## src/hdl/sync_length_frame_deframer_assert.svh

```systemverilog
// ----------------------------------------------------------------------------
// Assertion macros for the sync/length frame deframer
// Shared immediate-implication and next-cycle-implication forms.
// ----------------------------------------------------------------------------
`ifndef SYNC_LENGTH_FRAME_DEFRAMER_ASSERT_SVH
`define SYNC_LENGTH_FRAME_DEFRAMER_ASSERT_SVH

// Consequent must hold in the same cycle as the antecedent.
`define SLFD_ASSERT_IMPL(label, clk, rst_n, ante, cons) \
  label: assert property (@(posedge clk) disable iff (!(rst_n)) (ante) |-> (cons)) \
    else $error("slfd: same-cycle check failed");

// Consequent must hold in the cycle after the antecedent.
`define SLFD_ASSERT_NEXT(label, clk, rst_n, ante, cons) \
  label: assert property (@(posedge clk) disable iff (!(rst_n)) (ante) |=> (cons)) \
    else $error("slfd: next-cycle check failed");

`endif

```

## src/hdl/slfd_pkg.sv

```systemverilog
// ----------------------------------------------------------------------------
// slfd_pkg
// Types and constants shared by the deframer front end, queue and back end.
// ----------------------------------------------------------------------------
package slfd_pkg;

  localparam logic [31:0] SYNC_WORD       = 32'h0e19_0117;
  localparam int          HEADER_BYTES    = 48;
  localparam int          WIRE_HDR_BYTES  = 8;
  localparam logic [23:0] MAX_BYTES_RESET = 24'h01_0000;
  localparam int          FIFO_DEPTH      = 16;
  localparam int          FIFO_AW         = $clog2(FIFO_DEPTH);

  typedef enum logic [2:0] {
    PH_HUNT = 3'b001,
    PH_LEN  = 3'b010,
    PH_BODY = 3'b100
  } phase_e;

  // One command from the front end: a whole header burst or one body byte.
  typedef struct packed {
    logic        is_header;
    logic [7:0]  data;
    logic        eop;
    logic [23:0] length;
  } cmd_t;

  typedef struct packed {
    logic full;
    logic empty;
  } fifo_stat_t;

  function automatic logic [7:0] sync_byte(input logic [1:0] idx);
    logic [7:0] b;
    case (idx)
      2'd0:    b = SYNC_WORD[31:24];
      2'd1:    b = SYNC_WORD[23:16];
      2'd2:    b = SYNC_WORD[15:8];
      default: b = SYNC_WORD[7:0];
    endcase
    return b;
  endfunction

endpackage

```

## src/hdl/slfd_front.sv

```systemverilog
// ----------------------------------------------------------------------------
// slfd_front
// Accepts received bytes, hunts for the sync word, gathers and checks the
// length, and issues header or body commands into the queue.
// ----------------------------------------------------------------------------
`include "sync_length_frame_deframer_assert.svh"

module slfd_front (
  input  logic                 clk_i,
  input  logic                 rst_ni,
  input  logic                 rx_valid_i,
  output logic                 rx_ready_o,
  input  logic [7:0]           rx_byte_i,
  input  logic [23:0]          max_bytes_i,
  input  slfd_pkg::fifo_stat_t fifo_stat_i,
  output logic                 push_o,
  output slfd_pkg::cmd_t       cmd_o
);

  slfd_pkg::phase_e phase_q, phase_d;
  logic [31:0] win_q, win_d;
  logic [31:0] len_q, len_d;
  logic [23:0] cnt_q, cnt_d;

  logic        accept;
  logic [31:0] win_shift;
  logic [31:0] len_gather;
  logic [23:0] cnt_inc;
  logic        len_ok;
  logic        body_eop;

  assign rx_ready_o = !fifo_stat_i.full;
  assign accept     = rx_valid_i && rx_ready_o;
  assign win_shift  = {win_q[23:0], rx_byte_i};
  assign cnt_inc    = cnt_q + 24'd1;
  assign body_eop   = (cnt_inc == len_q[23:0]);

  // Length arrives little-endian; the capture is zero on entry.
  always_comb begin
    len_gather = len_q;
    case (cnt_q[1:0])
      2'd0:    len_gather[7:0]   = rx_byte_i;
      2'd1:    len_gather[15:8]  = rx_byte_i;
      2'd2:    len_gather[23:16] = rx_byte_i;
      default: len_gather[31:24] = rx_byte_i;
    endcase
  end

  assign len_ok = !(len_gather < 32'(slfd_pkg::HEADER_BYTES)) &&
                  !(len_gather > {8'd0, max_bytes_i});

  always_comb begin
    phase_d = phase_q;
    win_d   = win_q;
    len_d   = len_q;
    cnt_d   = cnt_q;
    push_o  = 1'b0;
    cmd_o   = '{is_header: 1'b0, data: rx_byte_i, eop: 1'b0, length: len_q[23:0]};
    if (accept) begin
      case (phase_q)
        slfd_pkg::PH_BODY: begin
          cnt_d     = cnt_inc;
          push_o    = 1'b1;
          cmd_o.eop = body_eop;
          if (body_eop) begin
            phase_d = slfd_pkg::PH_HUNT;
            win_d   = '0;
            cnt_d   = '0;
          end
        end
        slfd_pkg::PH_LEN: begin
          win_d = win_shift;
          len_d = len_gather;
          cnt_d = cnt_inc;
          if (cnt_q[1:0] == 2'd3) begin
            if (len_ok) begin
              push_o          = 1'b1;
              cmd_o.is_header = 1'b1;
              cmd_o.length    = len_gather[23:0];
              phase_d         = slfd_pkg::PH_BODY;
              cnt_d           = 24'(slfd_pkg::WIRE_HDR_BYTES);
            end else begin
              // Rejected: the length bytes become the sync window.
              cnt_d = '0;
              if (win_shift == slfd_pkg::SYNC_WORD) begin
                len_d   = '0;
                phase_d = slfd_pkg::PH_LEN;
              end else begin
                phase_d = slfd_pkg::PH_HUNT;
              end
            end
          end
        end
        default: begin
          win_d   = win_shift;
          phase_d = slfd_pkg::PH_HUNT;
          if (win_shift == slfd_pkg::SYNC_WORD) begin
            phase_d = slfd_pkg::PH_LEN;
            len_d   = '0;
            cnt_d   = '0;
          end
        end
      endcase
    end
  end

  always_ff @(posedge clk_i or negedge rst_ni) begin
    if (!rst_ni) begin
      phase_q <= slfd_pkg::PH_HUNT;
      win_q   <= '0;
      len_q   <= '0;
      cnt_q   <= '0;
    end else begin
      phase_q <= phase_d;
      win_q   <= win_d;
      len_q   <= len_d;
      cnt_q   <= cnt_d;
    end
  end

  `SLFD_ASSERT_IMPL(a_len_cnt_small, clk_i, rst_ni, phase_q == slfd_pkg::PH_LEN, cnt_q < 24'd4)
  `SLFD_ASSERT_IMPL(a_body_cnt_below_len, clk_i, rst_ni, phase_q == slfd_pkg::PH_BODY, cnt_q < len_q[23:0])
  `SLFD_ASSERT_NEXT(a_eop_returns_hunt, clk_i, rst_ni, accept && (phase_q == slfd_pkg::PH_BODY) && body_eop, (phase_q == slfd_pkg::PH_HUNT) && (win_q == 32'd0))

endmodule

```

## src/hdl/slfd_fifo.sv

```systemverilog
// ----------------------------------------------------------------------------
// slfd_fifo
// Small command queue between the front end and the back end.
// ----------------------------------------------------------------------------
`include "sync_length_frame_deframer_assert.svh"

module slfd_fifo (
  input  logic                 clk_i,
  input  logic                 rst_ni,
  input  logic                 push_i,
  input  slfd_pkg::cmd_t       cmd_i,
  input  logic                 pop_i,
  output slfd_pkg::cmd_t       cmd_o,
  output slfd_pkg::fifo_stat_t stat_o
);

  slfd_pkg::cmd_t mem_q [slfd_pkg::FIFO_DEPTH];

  logic [slfd_pkg::FIFO_AW-1:0] wr_ptr_q, rd_ptr_q;
  logic [slfd_pkg::FIFO_AW:0]   count_q;

  assign cmd_o        = mem_q[rd_ptr_q];
  assign stat_o.full  = (count_q == (slfd_pkg::FIFO_AW + 1)'(slfd_pkg::FIFO_DEPTH));
  assign stat_o.empty = (count_q == '0);

  always_ff @(posedge clk_i) begin
    if (push_i) begin
      mem_q[wr_ptr_q] <= cmd_i;
    end
  end

  always_ff @(posedge clk_i or negedge rst_ni) begin
    if (!rst_ni) begin
      wr_ptr_q <= '0;
      rd_ptr_q <= '0;
      count_q  <= '0;
    end else begin
      if (push_i) begin
        wr_ptr_q <= wr_ptr_q + 1'b1;
      end
      if (pop_i) begin
        rd_ptr_q <= rd_ptr_q + 1'b1;
      end
      if (push_i && !pop_i) begin
        count_q <= count_q + 1'b1;
      end else if (pop_i && !push_i) begin
        count_q <= count_q - 1'b1;
      end
    end
  end

  `SLFD_ASSERT_IMPL(a_no_push_full, clk_i, rst_ni, push_i, !stat_o.full)
  `SLFD_ASSERT_IMPL(a_no_pop_empty, clk_i, rst_ni, pop_i, !stat_o.empty)

endmodule

```

## src/hdl/slfd_back.sv

```systemverilog
// ----------------------------------------------------------------------------
// slfd_back
// Drains queued commands into the output register: a header command becomes
// an eight-result burst, a body command a single result.
// ----------------------------------------------------------------------------
`include "sync_length_frame_deframer_assert.svh"

module slfd_back (
  input  logic                 clk_i,
  input  logic                 rst_ni,
  input  slfd_pkg::cmd_t       cmd_i,
  input  slfd_pkg::fifo_stat_t fifo_stat_i,
  output logic                 pop_o,
  output logic                 msg_valid_o,
  input  logic                 msg_ready_i,
  output logic [7:0]           data_byte_o,
  output logic                 start_of_message_o,
  output logic                 end_of_message_o,
  output logic [23:0]          message_length_o,
  output logic                 run_last_o
);

  localparam logic [2:0] LastBeat = 3'(slfd_pkg::WIRE_HDR_BYTES - 1);

  // Beats 0-3 carry the sync word, beats 4-7 the length, low byte first.
  // An accepted length never exceeds 24 bits, so its top byte is zero.
  function automatic logic [7:0] hdr_byte(input logic [2:0] beat, input logic [23:0] len);
    logic [7:0] b;
    if (!beat[2]) begin
      b = slfd_pkg::sync_byte(beat[1:0]);
    end else begin
      case (beat[1:0])
        2'd0:    b = len[7:0];
        2'd1:    b = len[15:8];
        2'd2:    b = len[23:16];
        default: b = 8'h00;
      endcase
    end
    return b;
  endfunction

  logic        busy_q, busy_d;
  logic [2:0]  beat_q, beat_d;
  logic [23:0] hdr_len_q, hdr_len_d;

  logic        out_valid_q;
  logic [7:0]  out_data_q, out_data_d;
  logic        out_sop_q, out_sop_d;
  logic        out_eop_q, out_eop_d;
  logic [23:0] out_len_q, out_len_d;
  logic        out_last_q, out_last_d;

  logic out_free;
  logic load;

  assign out_free = !out_valid_q || msg_ready_i;
  assign pop_o    = out_free && !busy_q && !fifo_stat_i.empty;

  always_comb begin
    busy_d     = busy_q;
    beat_d     = beat_q;
    hdr_len_d  = hdr_len_q;
    load       = 1'b0;
    out_data_d = cmd_i.data;
    out_sop_d  = 1'b0;
    out_eop_d  = cmd_i.eop;
    out_len_d  = cmd_i.length;
    out_last_d = 1'b1;
    if (busy_q && out_free) begin
      load       = 1'b1;
      out_data_d = hdr_byte(beat_q, hdr_len_q);
      out_eop_d  = 1'b0;
      out_len_d  = hdr_len_q;
      out_last_d = (beat_q == LastBeat);
      beat_d     = beat_q + 3'd1;
      if (beat_q == LastBeat) begin
        busy_d = 1'b0;
      end
    end else if (pop_o) begin
      load = 1'b1;
      if (cmd_i.is_header) begin
        out_data_d = hdr_byte(3'd0, cmd_i.length);
        out_sop_d  = 1'b1;
        out_eop_d  = 1'b0;
        out_last_d = 1'b0;
        busy_d     = 1'b1;
        beat_d     = 3'd1;
        hdr_len_d  = cmd_i.length;
      end
    end
  end

  always_ff @(posedge clk_i or negedge rst_ni) begin
    if (!rst_ni) begin
      busy_q      <= 1'b0;
      beat_q      <= '0;
      out_valid_q <= 1'b0;
    end else begin
      busy_q <= busy_d;
      beat_q <= beat_d;
      if (load) begin
        out_valid_q <= 1'b1;
      end else if (msg_ready_i) begin
        out_valid_q <= 1'b0;
      end
    end
  end

  always_ff @(posedge clk_i) begin
    hdr_len_q <= hdr_len_d;
    if (load) begin
      out_data_q <= out_data_d;
      out_sop_q  <= out_sop_d;
      out_eop_q  <= out_eop_d;
      out_len_q  <= out_len_d;
      out_last_q <= out_last_d;
    end
  end

  assign msg_valid_o        = out_valid_q;
  assign data_byte_o        = out_data_q;
  assign start_of_message_o = out_sop_q;
  assign end_of_message_o   = out_eop_q;
  assign message_length_o   = out_len_q;
  assign run_last_o         = out_last_q;

  `SLFD_ASSERT_IMPL(a_busy_beat_nonzero, clk_i, rst_ni, busy_q, beat_q != 3'd0)

endmodule

```

## src/hdl/sync_length_frame_deframer.sv

```systemverilog
// ----------------------------------------------------------------------------
// sync_length_frame_deframer
// Finds sync-word framed, length-prefixed messages in a byte stream and
// emits their bytes with start and end marks.
// ----------------------------------------------------------------------------
// The block takes one received byte per cycle on the rx channel and never
// stalls it while the output side keeps taking results. A message is the
// sync word 0e 19 01 17, a 32-bit little-endian total length (header
// included), then the body. Lengths below 48 or above max_message_bytes are
// rejected; the four length bytes then form the new sync window and are
// tested at once. For an accepted length, the eight header bytes leave as a
// burst of eight results (run_last on the eighth), then each body byte gives
// one result. A sixteen-entry command queue between the byte classifier and
// the result generator absorbs the header burst; results come from its
// commands through the output register and leave at one per cycle while
// the msg side takes them. The queue can only fill, and rx_ready_o drop,
// when the msg side stalls. While the msg side keeps taking results, the
// sustained rate is one byte in and one result out per cycle, limited by
// the single output register. max_message_bytes is written through the
// cfg channel, which is always ready; write it only while the block is idle.

module sync_length_frame_deframer (
  input  logic        clk_i,
  input  logic        rst_ni,
  // Configuration write channel (max_message_bytes)
  input  logic        cfg_valid_i,
  output logic        cfg_ready_o,
  input  logic [23:0] cfg_max_message_bytes_i,
  // Received byte channel
  input  logic        rx_valid_i,
  output logic        rx_ready_o,
  input  logic [7:0]  rx_byte_i,
  // Message result channel
  output logic        msg_valid_o,
  input  logic        msg_ready_i,
  output logic [7:0]  data_byte_o,
  output logic        start_of_message_o,
  output logic        end_of_message_o,
  output logic [23:0] message_length_o,
  output logic        run_last_o
);

  // Maximum message length register, loaded by each cfg transaction.
  logic [23:0] max_bytes_q;

  logic                 push;
  logic                 pop;
  slfd_pkg::cmd_t       front_cmd;
  slfd_pkg::cmd_t       head_cmd;
  slfd_pkg::fifo_stat_t fifo_stat;

  assign cfg_ready_o = 1'b1;

  always_ff @(posedge clk_i or negedge rst_ni) begin
    if (!rst_ni) begin
      max_bytes_q <= slfd_pkg::MAX_BYTES_RESET;
    end else if (cfg_valid_i && cfg_ready_o) begin
      max_bytes_q <= cfg_max_message_bytes_i;
    end
  end

  // Front end: sync hunt, length capture and check, body byte counting.
  slfd_front u_front (
    .clk_i       (clk_i),
    .rst_ni      (rst_ni),
    .rx_valid_i  (rx_valid_i),
    .rx_ready_o  (rx_ready_o),
    .rx_byte_i   (rx_byte_i),
    .max_bytes_i (max_bytes_q),
    .fifo_stat_i (fifo_stat),
    .push_o      (push),
    .cmd_o       (front_cmd)
  );

  // Command queue: one entry per header or body transaction.
  slfd_fifo u_fifo (
    .clk_i  (clk_i),
    .rst_ni (rst_ni),
    .push_i (push),
    .cmd_i  (front_cmd),
    .pop_i  (pop),
    .cmd_o  (head_cmd),
    .stat_o (fifo_stat)
  );

  // Back end: header burst expansion and the output register.
  slfd_back u_back (
    .clk_i              (clk_i),
    .rst_ni             (rst_ni),
    .cmd_i              (head_cmd),
    .fifo_stat_i        (fifo_stat),
    .pop_o              (pop),
    .msg_valid_o        (msg_valid_o),
    .msg_ready_i        (msg_ready_i),
    .data_byte_o        (data_byte_o),
    .start_of_message_o (start_of_message_o),
    .end_of_message_o   (end_of_message_o),
    .message_length_o   (message_length_o),
    .run_last_o         (run_last_o)
  );

endmodule

```

## config.mk

```make
export PLATFORM = sky130hd
export DESIGN_NAME = sync_length_frame_deframer
export DESIGN_NICKNAME = d
export VERILOG_FILES = /design/src/hdl/slfd_pkg.sv /design/src/hdl/slfd_front.sv /design/src/hdl/slfd_fifo.sv /design/src/hdl/slfd_back.sv /design/src/hdl/sync_length_frame_deframer.sv
export VERILOG_INCLUDE_DIRS = /design/src /design/src/hdl
export SDC_FILE = /design/constraint.sdc
export NUM_CORES = 1
export LEC_CHECK = 0
export BUFFER_PORTS_ARGS = -buffer_cell sky130_fd_sc_hd__buf_4
export CAP_MARGIN = 20
export CORE_UTILIZATION = 25
export CTS_CLUSTER_DIAMETER = 40
export DETAILED_ROUTE_END_ITERATION = 6
export GPL_ROUTABILITY_DRIVEN = 0
export PLACE_DENSITY = 0.38
export SETUP_SLACK_MARGIN = 0.3
export SYNTH_ARGS = -nofsm -noshare
export SYNTH_HDL_FRONTEND = slang
export SYNTH_SLANG_ARGS = --single-unit
```

## constraint.sdc

```tcl
create_clock -name clk_i -period 16.9 [get_ports clk_i]
set_input_delay 3.38 -clock clk_i [delete_from_list [all_inputs] [get_ports clk_i]]
set_output_delay 3.38 -clock clk_i [all_outputs]
set_load 0.02 [all_outputs]
```

==> metrics, run 1 <==
top_reg_cell synth=edfxtp_1; Bufs and invs on worst path=2; Pwr Total=0.00560 W; Syn Nets=1906; via count=17185; die footprint=125000 um2; Setup crit end kind=register; initial antenna violation count=2; core area=122000 um2; CTS Sinks=728; Iteration-0 DRC Markers=1301; WL final=90400 um; fmax=145 MHz; Die X=353 um; GRT overflow=0; Post-CTS Setup Bufs=0; Synth Instances=1823; Critical Path AT=7.23 ns; unrepaired setup endpoints after global routing=no; post-route insts no fill=3698; Final min period=6.88 ns; htree depth=4; Num CTS Buffers=130; mean routed wirelength per cell=24.4 um; WP data required=17.25 ns; # nets final=2047; worst-margin pin slew=1.09 ns; CP top delay family=simple AND/OR/NAND/NOR gates; critical path class=in2reg; PortBufs=73; Min Hold Slack=0.484 ns; fraction of registers with async set/reset=17.2%; Worst-Skew Late Latency=0.73 ns; Mapped Area=30800 um2; cts-stage hold buffer count=0; Die H=353 um; DRC=0; status=finished clean; critical path depth=11; slew margin rel.=26.6%; clk_skew=0.0427 ns; vias per cell=4.65; IO Count=75; n_diodes=0; peak supply drop=0.0868 mV; worst hold path type=reg2reg; Seq/Total Area, Yosys=69.0%; largest net degree at the start of global routing=69; Pleak=12.0 nW; pins over their slew limit=0; Slowest cell on crit path=nor2_4; critical path cell sequence=buf_4 -> mux2_2 -> ha_1 -> nand4_1 -> or4_1 -> mux2i_1 -> o21bai_1 -> and3_1 -> o21ai_0 -> nor2_4 -> buf_4; vias in the first global route=18045; detailed placer's ending HPWL=57300 um; Final setup violation count=0; P&R area growth vs syn=23.1%; max-cap viol count=0; number of flops mapped to enable cells by yosys=603; row cnt=128; Syn Area/Cell=16.9 um2; worst hold stages=1; Pwr Density=148 nW/um2; CTS tree=built; CP peak stage delay=0.59 ns; critical path startpoint category=input pin; Synth warnings=0; clk root buf=clkbuf_16; post-cts sizing count=0; clk slew on worst S/H paths=0.05 ns; Synth cell types=72; share of layout cells above drive strength 1=27.8%; placed insts=3455; initial core utilization=25.3%; TritonRoute pass-1 iters=5; Clock Tree Buf Depth=3; crit share post-route=40.7%; GRT Resource Usage Total=14.5%; most used cell, CP=buf_4; R2R cell count=12; crit path max fanout=28; first-pass GRT wire length=130000 um; flop and latch count out of synthesis=728; Fin. Hold Viols=0; setup TNS=0 ns; Antenna Violating Nets Remaining=0
## state kept, by name, indices dropped and copies added (netlist names), 3 cells and up
| signal | count |
|---|---|
| u_back.data_byte_o | 8 |
| u_back.message_length_o | 24 |
| u_back.hdr_len_q | 24 |
| u_front.win_q | 24 |
| u_front.cnt_q | 24 |
| u_back.beat_q | 3 |
| u_fifo.count_q | 5 |
| max_bytes_q | 24 |
| u_front.len_q | 32 |
| u_front.phase_q | 3 |
| u_fifo.rd_ptr_q | 4 |
| u_fifo.wr_ptr_q | 4 |
| u_fifo.mem_q | 544 |
## cells in the mapped netlist (6+ instances only)
master / number / area [um2]
a21o_1: 9 / 67.6
a21oi_1: 34 / 170
a222oi_1: 8 / 80.1
a22o_1: 58 / 508
and2_1: 8 / 50.1
and4_1: 8 / 70.1
buf_1: 24 / 90.1
buf_2: 6 / 30.0
buf_6: 6 / 67.6
clkbuf_1: 68 / 255
dfrtp_1: 123 / 3080
edfxtp_1: 603 / 18100
ha_1: 45 / 563
inv_1: 50 / 188
mux2_2: 35 / 394
mux2i_1: 10 / 100
mux4_2: 170 / 3830
nand2_1: 184 / 691
nand2b_1: 7 / 43.8
nand3_1: 22 / 110
nand4_1: 29 / 181
nor2_1: 51 / 191
nor2b_1: 10 / 62.6
nor3_1: 21 / 105
nor4_1: 14 / 87.6
nor4b_1: 6 / 52.6
o211ai_1: 12 / 90.1
o21ai_0: 58 / 290
o221ai_1: 6 / 52.6
o22ai_1: 11 / 68.8
o31ai_1: 7 / 52.6
or2_2: 7 / 43.8
or4_1: 6 / 45.0
xnor2_1: 22 / 193
xor2_1: 16 / 140
## kinds of logic after synthesis
kind of cell | count (synthesis) | synth area share [%]
flops | 728 | 69.0
simple gates | 398 | 6.35
compound gates | 241 | 5.46
mux | 215 | 14.0
buf+inv | 155 | 2.07
fa+ha+maj | 46 | 1.89
xor+xnor | 39 | 1.15
other cells | 1 | 0.0122
## where the power goes
group          switching, W  total (W)  internal, W
sequential        0.0000986    0.00212      0.00202
clock              0.000962    0.00267      0.00171
combinational      0.000467   0.000809     0.000342
total               0.00153    0.00560      0.00407
## per-stage QoR
stage / utilization, % / cell area (um2) / worst slack, ns
finish: 31.1 / 37900 / 10.02
global route: 31.1 / 37900 / 9.87
CTS: 31.1 / 37900 / 9.99
detailed placement: 27.4 / 33300 / 9.22
global placement: 27.4 / 33300 / 9.29
floorplan: - / 30800 / 8.30
## final timing paths
kind | startpoint | slack (ns) | to
max in group asynchronous | rst_ni | 12.82 | u_front.win_q[13]
min in group asynchronous | rst_ni | 2.74 | max_bytes_q[7]
worst min register to register | u_fifo.count_q[4] | 0.48 | u_fifo.count_q[4]
worst max-delay path | rx_byte_i[7] | 10.02 | u_fifo.mem_q[13][28]
worst min-delay path | u_fifo.count_q[4] | 0.48 | u_fifo.count_q[4]
worst max register to register | u_front.cnt_q[0] | 11.50 | u_fifo.mem_q[13][28]
## routing by layer
layer  wire, um  share of wire (%)  track usage, %
met4       2450                2.7            5.41
met1      40700                 45            19.2
met3       3800                4.2            2.87
met5          0                  0               0
met2      43400                 48            23.6
## cell type report
type                    instances  area, um2
repair buffers                114        855
clock buffers                 149       3410
well taps                    1625       2030
multi-input cells             940       9020
fillers                     11893      84000
inverters                      50        188
clock inverters                92       1120
flip-flops and latches        728      21200
## cell usage in the layout, fill, tap and decap left out, types with 29 or more instances in the layout
| cell | instances |
|---|---|
| a22o_1 | 58 |
| a21oi_1 | 34 |
| edfxtp_1 | 603 |
| ha_1 | 45 |
| inv_1 | 50 |
| nor2_1 | 39 |
| o21ai_0 | 55 |
| nand4_1 | 29 |
| mux2_2 | 35 |
| dfrtp_1 | 119 |
| mux4_2 | 170 |
| clkbuf_16 | 133 |
| nand2_1 | 183 |
| buf_4 | 111 |
## worst reg2reg max path, stage by stage, from the launching register on
cell and delay [ns]:
dfrtp_1 0.48, inv_1 0.21, ha_1 0.63, mux2_2 0.44, ha_1 0.32, nand4_1 0.13, or4_1 0.55, mux2i_1 0.16
o21bai_1 0.21, and3_1 0.39, o21ai_0 0.41, nor2_4 0.60, buf_4 0.47
Note: power is estimated with default switching activity, not from simulation.
==> inputs of run 2 (changes only) <==
--- a/config.mk
+++ b/config.mk
@@ -6,6 +6,7 @@
 export SDC_FILE = /design/constraint.sdc
 export NUM_CORES = 1
 export LEC_CHECK = 0
+export ABC_AREA = 1
 export BUFFER_PORTS_ARGS = -buffer_cell sky130_fd_sc_hd__buf_4
 export CAP_MARGIN = 20
 export CORE_UTILIZATION = 25
==> constraint.sdc (replaced) <==
create_clock -name clk_i -period 6.48 [get_ports clk_i]
set_input_delay 1.296 -clock clk_i [delete_from_list [all_inputs] [get_ports clk_i]]
set_output_delay 1.296 -clock clk_i [all_outputs]
set_load 0.02 [all_outputs]
==> metrics, run 2 <==
commonest non-fill, non-tap cell in the layout=edfxtp_1 (unchanged); clock power share=57.0% (was 47.7%); core area=124000 um2 (was 122000 um2); Sw Share=21.3% (was 27.3%); Syn Area/Cell=11.2 um2 (was 16.9 um2); Die X=357 um (was 353 um); initial core utilization=25.3% (about the same); row cnt=129 (was 128); top_reg_cell synth=edfxtp_1 (unchanged); clk_skew=0.0350 ns (was 0.0427 ns); R2R cell count=18 (was 12); synth cell count leaders=603 x edfxtp_1, 439 x nand2_1, 401 x nor2_1 (was 603 x edfxtp_1, 184 x nand2_1, 170 x mux4_2); worst hold path type=reg2reg (unchanged); Synth cell types=50 (was 72); Setup crit end kind=register (unchanged); R2R Path End=u_fifo.mem_q[8][6] (was u_fifo.mem_q[13][28]); WP data required=6.88 ns (was 17.25 ns); number of flops mapped to enable cells by yosys=603 (unchanged); Final setup violation count=0 (unchanged); commonest cells after routing, fill and taps aside=603 x edfxtp_1, 437 x nand2_1, 383 x nor2_1, 363 x o21ai_0, 161 x inv_1 (was 603 x edfxtp_1, 183 x nand2_1, 170 x mux4_2, 133 x clkbuf_16, 119 x dfrtp_1); worst hold stages=2 (was 1); top-area cell type share of the netlist area=57.6% (was 58.8%); critical path startpoint category=register (was input pin); max-cap viol count=0 (unchanged); IO Count=75 (unchanged); most numerous cell in the Yosys netlist=edfxtp_1 (unchanged); unrepaired setup endpoints after global routing=no (unchanged); Seq/Total Area, Yosys=67.5% (was 69.0%); Pleak=13.2 nW (was 12.0 nW); NetSw=0.00259 W (was 0.00153 W); initial antenna violation count=5 (was 2); CTS Sinks=728 (unchanged); max FFs per register=544 (unchanged); slew margin rel.=35.1% (was 26.6%); WL final=107000 um (was 90400 um); biggest regs=u_fifo.mem_q: 544 flops, u_front.len_q: 32 flops (unchanged); most area-consuming cells after synthesis=edfxtp_1 58%, dfrtp_1 9.8%, o21ai_0 6.0%, nand2_1 5.2%, nor2_1 4.8% (was edfxtp_1 59%, mux4_2 12%, dfrtp_1 10%, nand2_1 2.2%, ha_1 1.8%); setup TNS=0 ns (unchanged); fmax=194 MHz; cts-stage hold buffer count=0 (unchanged); Worst-Skew Late Latency=0.74 ns (was 0.73 ns); post-route insts no fill=4669 (was 3698); critical path cell sequence=inv_1 -> ha_1 -> o21a_1 -> inv_1 -> ha_1 -> nand2_1 -> nor2_1 -> nand4_1 -> nor2_1 -> nand3b_1 -> nand2_1 -> nand2_1 -> inv_2 -> nand3_2 -> nand2_1 -> nand2_1 -> nor2_4 -> buf_4 (was buf_4 -> mux2_2 -> ha_1 -> nand4_1 -> or4_1 -> mux2i_1 -> o21bai_1 -> and3_1 -> o21ai_0 -> nor2_4 -> buf_4); Post-CTS Setup Bufs=0 (unchanged); Mapped Area=31400 um2 (was 30800 um2); Slowest cell on crit path=nor2_4 (unchanged); status=finished clean (unchanged); final instance area=38700 um2 (was 37900 um2); die footprint=127000 um2 (was 125000 um2); n_diodes=0 (unchanged); # nets final=3011 (was 2047); crit path max fanout=18 (was 28); critical path class=reg2reg (was in2reg); worst reg2reg startpoint=u_front.cnt_q[0] (unchanged); Syn Nets=2893 (was 1906); Fin. Hold Viols=0 (unchanged); Pint=0.00959 W (was 0.00407 W); crit share post-route=79.5%; worst-margin pin slew=0.974 ns (was 1.09 ns); FF-to-FF setup slack=1.33 ns (was 11.50 ns); Largest Register=u_fifo.mem_q (unchanged); CTS tree=built (unchanged); Synth Instances=2810 (was 1823); hold path endpoint=u_front.win_q[19] (was u_fifo.count_q[4]); pins over their slew limit=0 (unchanged); htree depth=4 (unchanged); Iteration-0 DRC Markers=1822 (was 1301); first-pass GRT wire length=156000 um (was 130000 um); clk root buf=clkbuf_16 (unchanged); Die H=357 um (was 353 um); # fillers=12612 (was 11893); most used cell, CP=nand2_1 (was buf_4); Num CTS Buffers=130 (unchanged); P&R area growth vs syn=23.2% (was 23.1%); post-cts sizing count=0 (unchanged); flop and latch count out of synthesis=728 (unchanged); Pwr Density=314 nW/um2 (was 148 nW/um2); CP peak stage delay=0.78 ns (was 0.59 ns); placed insts=4433 (was 3455); mean routed wirelength per cell=22.8 um (was 24.4 um); TritonRoute pass-1 iters=6 (was 5); combinational share of power=1.3% (was 14.5%); largest net degree at the start of global routing=171 (was 69); Final min period=5.15 ns; Antenna Violating Nets Remaining=0 (unchanged); detailed placer's ending HPWL=66900 um (was 57300 um); vias in the first global route=22580 (was 18045); Clock Tree Buf Depth=3 (unchanged); Critical Path AT=5.55 ns (was 7.23 ns); Synth warnings=0 (unchanged); DRC=0 (unchanged); GRT Resource Usage Total=16.7% (was 14.5%); DP Area=34300 um2 (was 33300 um2); peak supply drop=0.234 mV (was 0.0868 mV); register share of total power=41.7% (was 37.9%); Yosys top cell by area=edfxtp_1 (unchanged); share of layout cells above drive strength 1=14.1% (was 27.8%); hold_sp=u_front.win_q[19] (was u_fifo.count_q[4]); PortBufs=73 (unchanged); GRT overflow=0 (unchanged); via count=22500 (was 17185); fraction of registers with async set/reset=17.2% (unchanged); vias per cell=4.82 (was 4.65); clk slew on worst S/H paths=0.05 ns (about the same)
-- run 2: changes by cell type after synthesis, sizes merged, moves of 27 or more --
| cell | before | now |
|---|---|---|
| o22ai | 11 | 65 |
| clkbuf | 68 | 134 |
| a22o | 58 | 1 |
| a31oi | 5 | 32 |
| o221ai | 6 | 95 |
| nand2 | 185 | 452 |
| inv | 50 | 167 |
| mux4 | 170 | 0 |
| mux2 | 35 | 1 |
| nand3 | 22 | 109 |
| o21ai | 63 | 405 |
| nor2 | 52 | 414 |
-- run 2: worst max path at each step --
stage / start / endpoint / slack [ns]
after floorplan: rx_byte_i[7] / u_fifo.mem_q[0][0] / 1.64
after global placement: rx_byte_i[7] / u_fifo.mem_q[8][24] / 1.08
after detailed placement: rx_byte_i[7] / u_fifo.mem_q[8][22] / 1.0
after CTS: u_front.cnt_q[0] / u_fifo.mem_q[8][6] / 1.34
after global routing: u_front.cnt_q[0] / u_fifo.mem_q[8][6] / 0.95
final: u_front.cnt_q[0] / u_fifo.mem_q[8][6] / 1.33
-- run 2: through the flow --
step                      hold slack [ns]  setup slack (ns)  power, W  util (%)
after detailed placement            0.461             0.997   0.00533      27.6
after CTS                           0.472              1.34    0.0123      31.2
after global routing                0.501             0.948    0.0125      31.2
after floorplan                     0.442              1.64   0.00523         -
final                               0.467              1.33    0.0122      31.2
after global placement              0.459              1.08   0.00533      27.5
-- run 2: power by group through the flow --
stage               logic (W)  clock network, W  registers [W]
finish               0.000162           0.00694        0.00507
global route         0.000186           0.00728        0.00507
CTS                  0.000168           0.00709        0.00507
detailed placement   0.000167                 0        0.00516
global placement     0.000166                 0        0.00516
floorplan           0.0000767                 0        0.00516
-- run 2: routing by layer --
layer | GRT usage [%] | part of all wire (%) | vias up
li1 | - | - | 10364
met1 | 22.3 | 45 | 11318
met2 | 27.8 | 48 | 637
met3 | 2.46 | 4.5 | 181
met4 | 5.50 | 2.5 | 0
met5 | 0 | 0 | -
-- run 2: worst max-delay path, delay by kind of cell (launching register included) --
kind | cells | cell delay (ns)
flip-flops | 1 | 0.44
buffers and inverters | 4 | 0.74
AND/OR/NAND/NOR | 11 | 2.50
adder cells (fa/ha/maj) | 2 | 0.84
AO/OA/AOI/OAI | 1 | 0.28
-- run 2: final cells by class --
type | instances | area (um2) | share of cell area, %
clock buffer | 144 | 3430 | 8.86
clock inverter | 92 | 1050 | 2.71
inverter | 169 | 641 | 1.65
multi-input combinational | 1759 | 9110 | 23.5
sequential | 728 | 21300 | 54.9
tap | 1637 | 2050 | 5.29
timing repair buffer | 140 | 1210 | 3.12
-- run 2: kinds of logic after synthesis --
| kind of cell | synth area share [%] |
|---|---|
| AND/OR/NAND/NOR | 13.4 |
| flip-flops | 67.5 |
| AO/OA/AOI/OAI | 12.7 |
| buffers and inverters | 4.00 |
| adder cells (fa/ha/maj) | 1.85 |
| XOR/XNOR | 0.501 |
| other | 0.0119 |
| multiplexers | 0.0358 |
